<file path="config.mk">
export PLATFORM = sky130hd
export DESIGN_NAME = yrgb_ctrl
export DESIGN_NICKNAME = d
export VERILOG_FILES = /design/src/rtl/yrgb_pkg.sv /design/src/rtl/yrgb_ctrl.sv
export SDC_FILE = /design/constraint.sdc
export NUM_CORES = 1
export LEC_CHECK = 0
export BUFFER_PORTS_ARGS = -buffer_cell sky130_fd_sc_hd__buf_4
export CAP_MARGIN = 20
export CORE_MARGIN = 4
export CORE_UTILIZATION = 43
export CTS_CLUSTER_DIAMETER = 150
export DETAILED_ROUTE_END_ITERATION = 12
export GPL_ROUTABILITY_DRIVEN = 0
export PLACE_DENSITY = 0.69
export SYNTH_ARGS = -nofsm -noshare
export SYNTH_HDL_FRONTEND = slang
export SYNTH_SLANG_ARGS = --single-unit
export TNS_END_PERCENT = 20
</file>
<file path="constraint.sdc">
create_clock -name clk -period 1.3 [get_ports clk]
set_input_delay 0.13 -clock clk [delete_from_list [all_inputs] [get_ports clk]]
set_output_delay 0.13 -clock clk [all_outputs]
set_load 0.02 [all_outputs]
</file>
<file path="src/rtl/yrgb_pkg.sv">
// ----------------------------------------------------------------------------
// yrgb_pkg : shared constants, types and coefficient tables
// Widths, range levels, matrix coefficients and pipeline stage numbering
// for the YCbCr to RGB converter.
// ----------------------------------------------------------------------------
package yrgb_pkg;

    // Coefficient fraction bits (Q2.14 by default)
    localparam int COEF_FRAC_BITS = 14;

    // Port widths
    localparam int SMP_W      = 10;
    localparam int SMP8_W     = 8;
    localparam int OUT_W      = 8;
    localparam int CFG_IDX_W  = 3;
    localparam int CFG_DATA_W = 14;
    localparam int DIM_W      = 14;

    // Level widths
    localparam int BLACK_W = 7;
    localparam int SPAN_W  = 10;

    // Datapath widths
    localparam int COEF_W = COEF_FRAC_BITS + 2;
    localparam int E_W    = SMP_W + 1;
    localparam int LP_W   = 2 * E_W;
    localparam int P_W    = COEF_W + E_W;
    localparam int SUM_W  = P_W + 1;
    localparam int T_W    = SUM_W + E_W;
    localparam int N_W    = T_W + 1;
    localparam int X_W    = N_W + OUT_W + 2;
    localparam int D_W    = 2 * SPAN_W + COEF_FRAC_BITS;
    localparam int D2_W   = D_W + 1;

    // Channels
    localparam int NUM_CH = 3;
    localparam int CH_R   = 0;
    localparam int CH_G   = 1;
    localparam int CH_B   = 2;

    // Pipeline layout: front (differences .. numerator), then per-channel divider
    localparam int FRONT_STG = 5;
    localparam int DIV_STG   = 3 + OUT_W;
    localparam int NSTG      = FRONT_STG + DIV_STG;

    localparam int ST_DIFF = 0;
    localparam int ST_PROD = 1;
    localparam int ST_SUM  = 2;
    localparam int ST_SPAN = 3;
    localparam int ST_ADD  = 4;

    localparam int DV_SCALE = 0;
    localparam int DV_OFFS  = 1;
    localparam int DV_SAT   = 2;

    // Sample levels
    localparam logic [BLACK_W-1:0] BLACK_LIM_8  = BLACK_W'(16);
    localparam logic [BLACK_W-1:0] BLACK_LIM_10 = BLACK_W'(64);
    localparam logic [BLACK_W-1:0] BLACK_FULL   = BLACK_W'(0);
    localparam logic [SMP_W-1:0]   CENTRE_8     = SMP_W'(128);
    localparam logic [SMP_W-1:0]   CENTRE_10    = SMP_W'(512);
    localparam logic [SPAN_W-1:0]  LS_LIM_8     = SPAN_W'(219);
    localparam logic [SPAN_W-1:0]  LS_LIM_10    = SPAN_W'(876);
    localparam logic [SPAN_W-1:0]  CS_LIM_8     = SPAN_W'(224);
    localparam logic [SPAN_W-1:0]  CS_LIM_10    = SPAN_W'(896);
    localparam logic [SPAN_W-1:0]  SPAN_FULL_8  = SPAN_W'(255);
    localparam logic [SPAN_W-1:0]  SPAN_FULL_10 = SPAN_W'(1023);

    // Denominators Ls * Cs * 2^COEF_FRAC_BITS for each range mode
    localparam logic [D_W-1:0] D_LIM_8 =
        (D_W'(LS_LIM_8) * D_W'(CS_LIM_8)) << COEF_FRAC_BITS;
    localparam logic [D_W-1:0] D_LIM_10 =
        (D_W'(LS_LIM_10) * D_W'(CS_LIM_10)) << COEF_FRAC_BITS;
    localparam logic [D_W-1:0] D_FULL_8 =
        (D_W'(SPAN_FULL_8) * D_W'(SPAN_FULL_8)) << COEF_FRAC_BITS;
    localparam logic [D_W-1:0] D_FULL_10 =
        (D_W'(SPAN_FULL_10) * D_W'(SPAN_FULL_10)) << COEF_FRAC_BITS;

    // HD guess for an unspecified matrix
    localparam logic [DIM_W-1:0] HD_MIN_WIDTH  = DIM_W'(1280);
    localparam logic [DIM_W-1:0] SD_MAX_HEIGHT = DIM_W'(576);
    localparam logic [DIM_W-1:0] WIDTH_RST     = DIM_W'(1920);
    localparam logic [DIM_W-1:0] HEIGHT_RST    = DIM_W'(1080);

    // Register map
    typedef enum logic [CFG_IDX_W-1:0] {
        REG_TEN_BIT      = 3'd0,
        REG_FULL_RANGE   = 3'd1,
        REG_COLOR_SPACE  = 3'd2,
        REG_FRAME_WIDTH  = 3'd3,
        REG_FRAME_HEIGHT = 3'd4
    } reg_idx_t;

    typedef enum logic [1:0] {
        CSP_UNSPEC = 2'd0,
        CSP_BT601  = 2'd1,
        CSP_BT709  = 2'd2,
        CSP_BT2020 = 2'd3
    } color_space_t;

    typedef enum logic [1:0] {
        MAT_601  = 2'd0,
        MAT_709  = 2'd1,
        MAT_2020 = 2'd2
    } mat_t;

    localparam int NUM_MAT  = 3;
    localparam int NUM_COEF = 4;
    localparam int CF_R_CR  = 0;
    localparam int CF_G_CB  = 1;
    localparam int CF_G_CR  = 2;
    localparam int CF_B_CB  = 3;

    localparam longint MICRO_ONE  = 1000000;
    localparam longint MICRO_HALF = 500000;

    // Matrix entry in millionths to fixed point, ties away from zero
    function automatic longint to_fixed(input longint micro);
        longint mag;
        longint q;
        mag = (micro < 0) ? -micro : micro;
        q   = ((mag <<< COEF_FRAC_BITS) + MICRO_HALF) / MICRO_ONE;
        return (micro < 0) ? -q : q;
    endfunction

    localparam logic signed [COEF_W-1:0] COEF_TBL [NUM_MAT][NUM_COEF] = '{
        '{COEF_W'(to_fixed(1402000)), COEF_W'(to_fixed(-344136)),
          COEF_W'(to_fixed(-714136)), COEF_W'(to_fixed(1772000))},
        '{COEF_W'(to_fixed(1574800)), COEF_W'(to_fixed(-187324)),
          COEF_W'(to_fixed(-468124)), COEF_W'(to_fixed(1855600))},
        '{COEF_W'(to_fixed(1474600)), COEF_W'(to_fixed(-164553)),
          COEF_W'(to_fixed(-571353)), COEF_W'(to_fixed(1881400))}
    };

    // Per-configuration values seen by the datapath
    typedef struct packed {
        logic                     ten;
        logic [BLACK_W-1:0]       black;
        logic [SMP_W-1:0]         centre;
        logic [SPAN_W-1:0]        ls;
        logic [SPAN_W-1:0]        cs;
        logic signed [COEF_W-1:0] cv_r;
        logic signed [COEF_W-1:0] cu_g;
        logic signed [COEF_W-1:0] cv_g;
        logic signed [COEF_W-1:0] cu_b;
        logic [D_W-1:0]           d;
    } cfg_t;

endpackage

</file>
<file path="src/rtl/yrgb_ctrl.sv">
// ----------------------------------------------------------------------------
// yrgb_ctrl : pipeline valid bits and stage enables
// One valid bit per stage; a stage loads when it or any later stage holds
// a bubble, or the output is being taken.
// ----------------------------------------------------------------------------
module yrgb_ctrl (
    input  logic                        clk,
    input  logic                        rst_n,
    input  logic                        in_valid,
    output logic                        in_ready,
    output logic                        out_valid,
    input  logic                        out_ready,
    output logic [yrgb_pkg::NSTG-1:0]   en
);

    logic [yrgb_pkg::NSTG-1:0] v_reg, v_next;

    always_comb
    begin
        // bubble at or after stage k lets stage k move
        for (int k = 0; k < yrgb_pkg::NSTG; k++)
        begin
            en[k] = out_ready || !(&(v_reg | ((yrgb_pkg::NSTG'(1) << k) - yrgb_pkg::NSTG'(1))));
        end
        v_next[0] = en[0] ? in_valid : v_reg[0];
        for (int k = 1; k < yrgb_pkg::NSTG; k++)
        begin
            v_next[k] = en[k] ? v_reg[k-1] : v_reg[k];
        end
    end

    always_ff @(posedge clk or negedge rst_n)
    begin
        if (!rst_n)
            v_reg <= '0;
        else
            v_reg <= v_next;
    end

    assign in_ready  = en[0];
    assign out_valid = v_reg[yrgb_pkg::NSTG-1];

`ifndef SYNTHESIS
    // items in flight change only by accepted inputs and taken outputs
    a_item_count: assert property (@(posedge clk) disable iff (!rst_n)
        1'b1 |=> ($countones(v_reg) == $past($countones(v_reg))
                  + ($past(in_valid && in_ready) ? 1 : 0)
                  - ($past(out_valid && out_ready) ? 1 : 0)))
        else $error("pipeline item count mismatch");

    // input is refused only when every stage is full and the output stalls
    a_refuse_full: assert property (@(posedge clk) disable iff (!rst_n)
        (in_valid && !in_ready) |-> (&v_reg && !out_ready))
        else $error("input refused with a bubble in the pipe");

    // a result only appears by moving out of the stage before
    a_out_source: assert property (@(posedge clk) disable iff (!rst_n)
        $rose(out_valid) |-> $past(v_reg[yrgb_pkg::NSTG-2]))
        else $error("output valid without an item behind it");
`endif

endmodule

</file>
# ---- After elaboration in Yosys (flattened, before gate mapping)
# Cells that the tools add are included.
# W data, S select, Z words.
dict set report classes {
  reduce_logical 47
}
# op n
set ops {}
lappend ops {{$logic_not A1 Y1} 16}
lappend ops {{$logic_or A1 B1 Y1} 16}
lappend ops {{$reduce_and A16 Y1} 1}
lappend ops {{$reduce_and A15 Y1} 1}
lappend ops {{$reduce_and A14 Y1} 1}
lappend ops {{$reduce_and A13 Y1} 1}
lappend ops {{$reduce_and A12 Y1} 1}
lappend ops {{$reduce_and A11 Y1} 1}
lappend ops {{$reduce_and A10 Y1} 1}
lappend ops {{$reduce_and A9 Y1} 1}
lappend ops {{$reduce_and A8 Y1} 1}
lappend ops {{$reduce_and A7 Y1} 1}
lappend ops {{$reduce_and A6 Y1} 1}
lappend ops {{$reduce_and A5 Y1} 1}
lappend ops {{$reduce_and A4 Y1} 1}
lappend ops {{$reduce_and A3 Y1} 1}
lappend ops {{$reduce_and A2 Y1} 1}
dict set report totals {
  inputBits 4
  out_inout_bits 18
  word_cells 63
  ff_bits 16
}

# ---- Logic depth before layout (Yosys ltp)
# Gate-level depths: netlist of the first run.
dict set report logic_depth {
  depth_word 3
  ltp_mapped 5
  depth_no_buf 3
}

# ---- Least setup slack after synthesis of the first run
# Ideal clock, no wire load.
dict set report synth_timing {
  kind {register -> output}
  startpoint {reg v_reg[15] (netlist bit)}
  endpoint {out en[0] (netlist bit)}
  required_time_ns 1.170
  slack_ns -0.381
  path_buffers 1
  arrival_ns 1.551
  stages_incl_launch_ff 5
  path_cell_list {dfrtp_1 > nand3b_1 > nor4_4 > nand4_1 > buf_4}
}
dict set report synth_between {
  elab_chain_len 3
}
# item line_no
set synth_lines {}
lappend synth_lines {{start: declaration} yrgb_ctrl.sv:16} ;# logic [yrgb_pkg::NSTG-1:0] v_reg, v_next;
lappend synth_lines {{start signal: assignment} yrgb_ctrl.sv:37} ;# v_reg <= v_next;
lappend synth_lines {{$reduce_and A16 Y1} yrgb_ctrl.sv:23} ;# en[k] = out_ready || !(&(v_reg | ((yrgb_pkg::NSTG'(1) << k) - yrgb_pkg::NSTG'(1))));
lappend synth_lines {{$logic_not A1 Y1} yrgb_ctrl.sv:23}
lappend synth_lines {{$logic_or A1 B1 Y1} yrgb_ctrl.sv:23}
lappend synth_lines {{end: declaration} yrgb_ctrl.sv:13} ;# output logic [yrgb_pkg::NSTG-1:0] en
# No other way between the ends.

# ---- Worst setup path after layout of the first run
dict set report layout_timing {
  startpoint {reg v_reg[15] (netlist bit)}
  endpoint {out en[5] (netlist bit)}
}
dict set report layout_between {
  elab_chain_len 3
}
# item line_no
set layout_lines {}
lappend layout_lines {{$reduce_and A11 Y1} yrgb_ctrl.sv:23}
lappend layout_lines {{$logic_not A1 Y1} yrgb_ctrl.sv:23}
lappend layout_lines {{$logic_or A1 B1 Y1} yrgb_ctrl.sv:23}
# No other way between the ends.

==> results.txt, run 1 <==
The synthesized area per cell is 11.85 sq um. Setup repair after global routing could not meet its margin everywhere. Clock-pin slew was measured on the worst setup and hold paths at 0.09 ns.

Yosys attributes the largest share of cell area to sky130_fd_sc_hd__dfrtp_1, sky130_fd_sc_hd__nand4_1, sky130_fd_sc_hd__a41o_1. The placeable core region came out at 0.001559 sq mm. The clock tree skew after final layout is 0.003040 ns. The sequential share of power came out at 40.3%. The final route contains 678 vias. The total net switching power is 0.4883 mW. Setup slack on the critical path of the routed design comes to -0.3624 ns. The horizontal extent of the die is 49.33 um.

In the synthesized netlist, the number of instances is 62. CTS placed an instance of sky130_fd_sc_hd__clkbuf_4 at the clock tree root. The clock group share of total power came out at 22.2%.

The number of endpoints failing setup at the final stage came out at 22. The number of top-level pins came out at 22. The proportion of power drawn by combinational gates came out at 37.5%. The number of diodes came out at 0. Once detail routing completed, the nets flagged for antenna violations numbered 0. The area of the mapped netlist is 734.5 sq um. The tightest min-delay check is of the in2reg type.

The post-synthesis adder-cell area fraction is 0%. STA classifies the critical path endpoint as an output pin. The number of hold violations in the final report is 0. The storage element area is 401.6 sq um. The number of cells on the worst hold path is 2. The number of nets produced by synthesis came out at 66. Clock latency on the worst-skew pair, taken at its later pin, is 0.29 ns. The cell depth of the worst flop-to-flop path is 6. The largest total area in the synthesized netlist belongs to sky130_fd_sc_hd__dfrtp_1. The library cell used most frequently in the layout, excluding fill and tap cells, is sky130_fd_sc_hd__buf_4. The number of global-route vias before repair came to 698.

After synthesis, the largest family of logic cells by area is simple AND/OR/NAND/NOR gates. The library cells used most frequently in the layout, excluding fill and tap cells, are sky130_fd_sc_hd__buf_4, sky130_fd_sc_hd__buf_6, sky130_fd_sc_hd__dfrtp_1. The number of nets in the layout came out at 115. The final count of pins violating max slew came to 0. The critical path in this run is classified as reg2out. Entering global routing, the biggest net connects 17 pins. TritonCTS built the clock tree. The area of the multi-input gates came out at 360.3 sq um. The via-per-instance ratio came out at 5.381. The maximum fanout along the worst path came out at 5. The type of element launching the critical path is a flop. The power per standard cell area is 1181 mW/mm^2. In this run the number of H-tree levels came out at 1. The share of total power consumed by net switching came out at 32.55%. The data arrival time of the critical path is 1.53 ns. The total detailed-routing wirelength is 2077 um. The sum of buffers and inverters on the critical path came out at 2.

The static leakage power is 0.5817 nW. The cell family contributing the most delay on the critical path is simple AND/OR/NAND/NOR gates. The area fraction in compound gates after synthesis came out at 12.44%. The initial antenna violation count is 0.

The internal power of the cells totals 1.012 mW. The register with the most flip-flops in the layout has 16 of them. The final-layout setup total negative slack is -5.050 ns. The DRC violation count after routing is 0. The effective utilization at floorplan came out at 47.11%.

The simple-gate share of the synthesized area is 29.13%. The share of the synthesized netlist area taken by xor and xnor gates is 0%. The distinct cell type count after synthesis is 23. The HPWL after detailed placement is 1150 um. The area growth from synthesis to layout is 72.91%. The max-capacitance violation count is 0. The routed wire length per instance is 16.48 um.

The area share of the largest cell type after synthesis is 54.51%. The ratio of cells with drive above 1 in the final layout came out at 64.55%. The checks that failed: setup timing. The clock sink count came out at 16.

The first detailed-routing pass ran for 4 iterations. The slowest stage of the critical path is the sky130_fd_sc_hd__dfrtp_2 cell. The wire length of the first global-routing pass is 3180 um. The worst slew margin relative to its limit is 81.65%. The required time at the endpoint of the critical path is 1.17 ns. The total of buffers placed on input and output ports is 21. The critical path goes through nand3b_1, nor3_4, buf_12, nand4_1, buf_4. The delay of the slowest critical-path stage is 0.39 ns. Measured on the finished design, the core utilization comes to 81.46%.

The post-layout minimum cycle time is 1.662 ns. The peak clock frequency supported by timing is 601.5 MHz. Sequential elements use 54.51% of the synthesized area. The total routing usage reported by global routing is 18.15%. Counting the fill cells in the layout gives 100. The number of violations reported at the end of detailed-routing iteration 0 is 9. The run finished, with violations left. The global-route congestion overflow total came out at 0. The worst voltage drop across the vdd grid is 0.0007428 V. The maximum number of buffers from clock root to sink came out at 2. The proportion of synthesized area in mux cells came out at 0%. The slew of the pin with the lowest slew margin is 0.2732 ns. In this run the core area contains 14 standard-cell rows. The die covers 0.002433 sq mm.

From bottom edge to top edge, the die measures 49.33 um. The critical path crosses 5 cells after its start point. The number of warnings printed during yosys synthesis came out at 0. The total CTS buffers came out at 3. The number of synthesized register bits is 16. The final cycle utilization of the critical path came out at 127.9%.
## final timing paths
kind / slack (ns) / startpoint / end
setup / recovery: -0.36 / v_reg[15]$_DFFE_PN0P_ / en[5]
hold / removal: 0.02 / in_valid / v_reg[0]$_DFFE_PN0P_
setup reg to reg: -0.11 / v_reg[15]$_DFFE_PN0P_ / v_reg[8]$_DFFE_PN0P_
hold reg to reg: 0.50 / v_reg[12]$_DFFE_PN0P_ / v_reg[13]$_DFFE_PN0P_
max in group asynchronous: 0.88 / rst_n / v_reg[15]$_DFFE_PN0P_
min in group asynchronous: 0.22 / rst_n / v_reg[9]$_DFFE_PN0P_
## power groups by stage
stage	Combinational [mW]	Clock, mW	Sequential, mW
floorplan	0.223	0	0.609
global placement	0.407	0	0.611
detailed placement	0.411	0	0.613
CTS	0.461	0.351	0.602
global route	0.600	0.380	0.615
finish	0.563	0.333	0.605
## layout make-up
type,count,share of cell area (%)
Timing Repair Buffer,46,34.68
Multi-Input combinational cell,41,28.37
Tap cell,16,1.576
Clock buffer,4,2.857
Sequential cell,16,31.63
Inverter,3,0.8867
## through the flow
stage,setup WS (ns),std cells,total power [mW],cell area (sq um),hold slack (ns)
after floorplan,-0.3126,62,0.8319,740.7,-0.1656
after global placement,-0.01326,110,1.019,1018,0.001981
after detailed placement,-0.03880,110,1.024,1018,-0.0005654
after CTS,-0.3696,122,1.414,1179,0.01538
after global routing,-0.4657,126,1.595,1270,0.02018
final,-0.3624,126,1.500,1270,0.02280
## per-layer routing
layer	GRT usage, %	up-vias	wire length (um)
met5	0	-	0
met4	11.37	0	31
met3	5.810	4	66
met2	29.46	16	1106
met1	20.38	336	873
li1	-	322	-
## cell families (layout without fill, tap and decap cells)
family,Yosys count,count (layout)
AND/OR/NAND/NOR,30,31
flip-flops,16,16
buffers and inverters,6,53
AO/OA/AOI/OAI,10,10
## repair_timing
action / in CTS / in global routing
hold buffers: 1 / 0
buffers inserted: 6 / 3
setup endpoints to repair: 15 / 24
pin swaps: 7 / 10
gates resized for setup: 12 / 17
gates cloned: 1 / 1
hold endpoints to repair: 16 / 0
## synth_stat cells
cell	instances
sky130_fd_sc_hd__a21o_1	2
sky130_fd_sc_hd__a21o_2	2
sky130_fd_sc_hd__a31o_2	2
sky130_fd_sc_hd__a41o_1	3
sky130_fd_sc_hd__a41o_2	1
sky130_fd_sc_hd__and4_1	1
sky130_fd_sc_hd__buf_2	1
sky130_fd_sc_hd__buf_4	1
sky130_fd_sc_hd__clkbuf_2	1
sky130_fd_sc_hd__dfrtp_1	16
sky130_fd_sc_hd__inv_1	3
sky130_fd_sc_hd__nand2_1	6
sky130_fd_sc_hd__nand2b_1	4
sky130_fd_sc_hd__nand3_1	3
sky130_fd_sc_hd__nand3b_1	2
sky130_fd_sc_hd__nand4_1	5
sky130_fd_sc_hd__nand4_4	1
sky130_fd_sc_hd__nand4b_1	1
sky130_fd_sc_hd__nor2_1	1
sky130_fd_sc_hd__nor2_2	1
sky130_fd_sc_hd__nor3_4	1
sky130_fd_sc_hd__nor4_4	1
sky130_fd_sc_hd__or2_2	3
## worst reg2reg max path, cell delays in order (launching register included)
cell and delay (ns):
sky130_fd_sc_hd__dfrtp_2 0.43, sky130_fd_sc_hd__nand3b_1 0.20, sky130_fd_sc_hd__nor3_4 0.08, sky130_fd_sc_hd__buf_4 0.14
sky130_fd_sc_hd__buf_6 0.11, sky130_fd_sc_hd__buf_16 0.12, sky130_fd_sc_hd__or2_4 0.21
Note: power is estimated with default switching activity, not from simulation.
==> run 2, diff against run 1 <==
--- a/config.mk
+++ b/config.mk
@@ -5,14 +5,15 @@
 export SDC_FILE = /design/constraint.sdc
 export NUM_CORES = 1
 export LEC_CHECK = 0
+export ABC_AREA = 1
 export BUFFER_PORTS_ARGS = -buffer_cell sky130_fd_sc_hd__buf_4
 export CAP_MARGIN = 20
 export CORE_MARGIN = 4
-export CORE_UTILIZATION = 43
+export CORE_UTILIZATION = 45
 export CTS_CLUSTER_DIAMETER = 150
 export DETAILED_ROUTE_END_ITERATION = 12
 export GPL_ROUTABILITY_DRIVEN = 0
-export PLACE_DENSITY = 0.69
+export PLACE_DENSITY = 0.7
 export SYNTH_ARGS = -nofsm -noshare
 export SYNTH_HDL_FRONTEND = slang
 export SYNTH_SLANG_ARGS = --single-unit
==> constraint.sdc (replaced) <==
create_clock -name clk -period 1.4 [get_ports clk]
set_input_delay 0.14 -clock clk [delete_from_list [all_inputs] [get_ports clk]]
set_output_delay 0.14 -clock clk [all_outputs]
set_load 0.02 [all_outputs]
==> run 2 against run 1 <==
Against the previous run:
- the flow still finishes with violations (setup timing)
- first-iteration DRC count is 33% lower
- die area is 8.8% higher
- sequential power is 2% higher
- largest cell class is now flip-flops and latches
- wire length down 13%
- critical path type unchanged
- final area down 3.1%
- critical endpoint is now en[4]
- non-clock buffer count decreased by 12
- global-route usage fell by 3.5 points
==> results.txt, run 2 <==
The run finished, with violations left. The final reports fail on setup timing. The clock tree skew after final layout is 0.002986 ns.

The data arrival time of the critical path came out at 1.48 ns. The worst path uses 115.6% of the clock period. The total routing usage reported by global routing is 14.68%. The global-route congestion overflow total is 0.

The peak clock frequency supported by timing is 618.1 MHz. The post-layout worst setup margin came out at -0.2178 ns. For this design, the slowest cell found on the critical path is sky130_fd_sc_hd__dfrtp_1. The number of flops mapped to enable cells by yosys came out at 0. The number of synthesized register bits came out at 16. The total non-filler cell area in the finished layout is 0.001231 sq mm. The horizontal extent of the die came out at 51.45 um. The number of nets produced by synthesis came out at 100.

The number of global-route vias before repair is 650. The total detailed-routing wirelength is 1813 um. Dividing the detail-routed wire length by the instance count gives 11.47 um.

The max-capacitance violation count is 0. The cell area reported after detailed placement came out at 0.001032 sq mm. The placeable core region is 0.001764 sq mm. Measured against its own limit, the worst slew margin works out to 85.33%. The commonest cells after synthesis are sky130_fd_sc_hd__nand2_1, sky130_fd_sc_hd__inv_1, sky130_fd_sc_hd__dfrtp_1.

The top cell type by total area after synthesis is sky130_fd_sc_hd__dfrtp_1. Pin placement for this block handled 22 I/O pins. The insertion delay to the later sink of the worst-skew pair is 0.29 ns. The maximum fanout along the worst path is 6. The clock sink count came out at 16. The post-route netlist has 49.62% of its cells at a drive strength greater than 1. The vertical die dimension came out at 51.45 um. Walking the worst path, the cells encountered are nand2_2, nor2_4, nand2_4, nor2_8, buf_4, nand2_4, buf_6. TritonCTS built the clock tree. The cell class contributing the biggest share of worst-path delay is simple AND/OR/NAND/NOR gates. Compared with the post-synthesis result, the final layout area differs by 44.92%. The area of the mapped netlist came out at 849.6 sq um. Setup violations remaining at the end of the flow were counted as 13. Synthesis handed over a netlist of 96 instances. By instance count, the leading cell after synthesis is sky130_fd_sc_hd__nand2_1.

During synthesis, Yosys emitted a total of 0 warnings. Row generation in the floorplan step produced 15 rows. The total of buffers placed on input and output ports is 21. Among the stages of the critical path, the cell type that occurs most often is sky130_fd_sc_hd__nand2_4. The share of synthesized area occupied by flip-flops and latches is 47.13%. The synthesized area per cell came out at 8.850 sq um. The worst reg-to-reg setup slack came out at 0.13 ns. The worst setup path is captured at an output pin. The number of different library cells used by synthesis comes to 20.

The wire length of the first global-routing pass is 2766 um. The initial antenna violation count came to 0. The delay of the slowest critical-path stage came out at 0.37 ns. The number of H-tree branching levels came out at 1.

The final count of pins violating max slew came out at 0. The number of diodes is 0. The HPWL after detailed placement is 1273 um. The worst voltage drop across the vdd grid is 0.0007812 V. The number of violations reported at the end of detailed-routing iteration 0 came out at 6. The total stage count of the critical path came out at 7. The sum of buffers and inverters on the critical path is 2. Entering global routing, the biggest net connects 17 pins. The post-layout minimum cycle time is 1.618 ns. The async set-or-reset flop fraction in the synthesized netlist came out at 100.0%. The via-per-instance ratio is 4.348. The tree is rooted in a sky130_fd_sc_hd__clkbuf_4. Setup repair after global routing could not meet its margin everywhere. The predominant post-synthesis flop cell is sky130_fd_sc_hd__dfrtp_1. The critical path is of the reg2out type. The remaining number of nets flagged by the antenna check after routing is 0.

The number of flip-flops in the largest register is 16. Measured in cells, the most critical reg-to-reg path has a length of 8. The clock edge transition at the registers on the reported setup and hold paths is 0.10 ns. The longest clock path from root to sink contains 2 buffers.

The post-placement setup slack is 0.08939 ns. The number of iterations in the first detailed-routing pass is 3. At the worst endpoint, the required time is 1.26 ns. Dividing total power by cell area gives a power density of 1582 mW/mm^2. The total design power came out at 1.948 mW. Sorting the synthesized cells by area gives the leading types as sky130_fd_sc_hd__dfrtp_1, sky130_fd_sc_hd__nand2_1, sky130_fd_sc_hd__inv_1. In the layout the commonest cells are sky130_fd_sc_hd__nand2_1, sky130_fd_sc_hd__buf_4, sky130_fd_sc_hd__inv_1. The initial utilization of the core area, before any placement, comes to 48.16%.

The total vias in the final route is 687. After synthesis, the largest area contributor takes up 47.13% of total cell area. For this run, the post-layout net count is 138.

The total CTS buffers came out at 3. The tightest min-delay check is of the in2reg type. The number of hold violations in the final report came out at 0. The static leakage power is 0.6889 nW.

The die covers 0.002647 sq mm. The slew of the pin with the lowest slew margin came out at 0.2198 ns. For this run, design rule violations remaining after detail routing come to 0.

The type of element launching the critical path is a flop. The number of cells on the worst hold path came out at 3.
[run 2: cell types whose count changed after synthesis, moves of 4 or more]
cell                       delta
sky130_fd_sc_hd__inv_2        +4
sky130_fd_sc_hd__nand2b_1     -4
sky130_fd_sc_hd__nand2_1     +17
sky130_fd_sc_hd__nand2_4      +5
sky130_fd_sc_hd__nand2_2      +9
sky130_fd_sc_hd__inv_1       +15
[run 2: through the flow]
| stage | hold slack [ns] | instances | util, % | TNS [ns] |
|---|---|---|---|---|
| floorplan | -0.1556 | 96 | - | 0 |
| global placement | 0.007054 | 141 | 58.51 | 0 |
| detailed placement | 0.009454 | 141 | 58.51 | 0 |
| CTS | 0.02504 | 152 | 65.74 | -1.845 |
| global route | 0.01415 | 158 | 69.79 | -3.360 |
| finish | 0.02805 | 158 | 69.79 | -2.033 |
[run 2: worst register-to-register path: stages (launching register included)]
cell	delay, ns
sky130_fd_sc_hd__dfrtp_1	0.37
sky130_fd_sc_hd__nand2_2	0.07
sky130_fd_sc_hd__nor2_4	0.17
sky130_fd_sc_hd__nand2_4	0.10
sky130_fd_sc_hd__nor2_8	0.16
sky130_fd_sc_hd__buf_12	0.13
sky130_fd_sc_hd__nand2_8	0.05
sky130_fd_sc_hd__buf_4	0.13
sky130_fd_sc_hd__nand2_2	0.04
[run 2: layout make-up]
class / instances / area, sq um
clock buffers: 4 / 36.28
fillers: 152 / 533.0
inverters: 22 / 82.58
multi-input cells: 57 / 372.9
flip-flops and latches: 16 / 404.1
well taps: 25 / 31.28
repair buffers: 34 / 304.0
[run 2: routing by layer]
metal  part of all wire, %  track usage, %  vias up  routed length, um
met5                     0               0        -                  0
li1                      -               -      355                  -
met1                    44           16.97      315                791
met4                   4.1           12.66        0                 74
met3                   3.0           3.499        6                 55
met2                    49           22.46       11                891
[run 2: report_power, final]
part           internal, mW  switching [mW]
Sequential            0.543          0.0753
Combinational         0.448           0.570
Clock                 0.159           0.152
[run 2: timing repair]
action	CTS	global route
pin swaps	3	1
gates resized for setup	11	2
hold buffers	1	0
setup endpoints to repair	12	14
buffers inserted	6	6
hold endpoints to repair	16	0
[run 2: final timing paths]
path,from,end
min in group asynchronous,rst_n,v_reg[9]$_DFFE_PN0P_
max in group asynchronous,rst_n,v_reg[15]$_DFFE_PN0P_
setup reg to reg,v_reg[14]$_DFFE_PN0P_,v_reg[0]$_DFFE_PN0P_
hold / removal,in_valid,v_reg[0]$_DFFE_PN0P_
setup / recovery,v_reg[14]$_DFFE_PN0P_,en[4]
hold reg to reg,v_reg[0]$_DFFE_PN0P_,v_reg[1]$_DFFE_PN0P_
[run 2: logic make-up after synthesis]
logic type	share of synthesized area, %
AO/OA/AOI/OAI	1.767
buffers and inverters	10.60
flip-flops	47.13
AND/OR/NAND/NOR	40.50
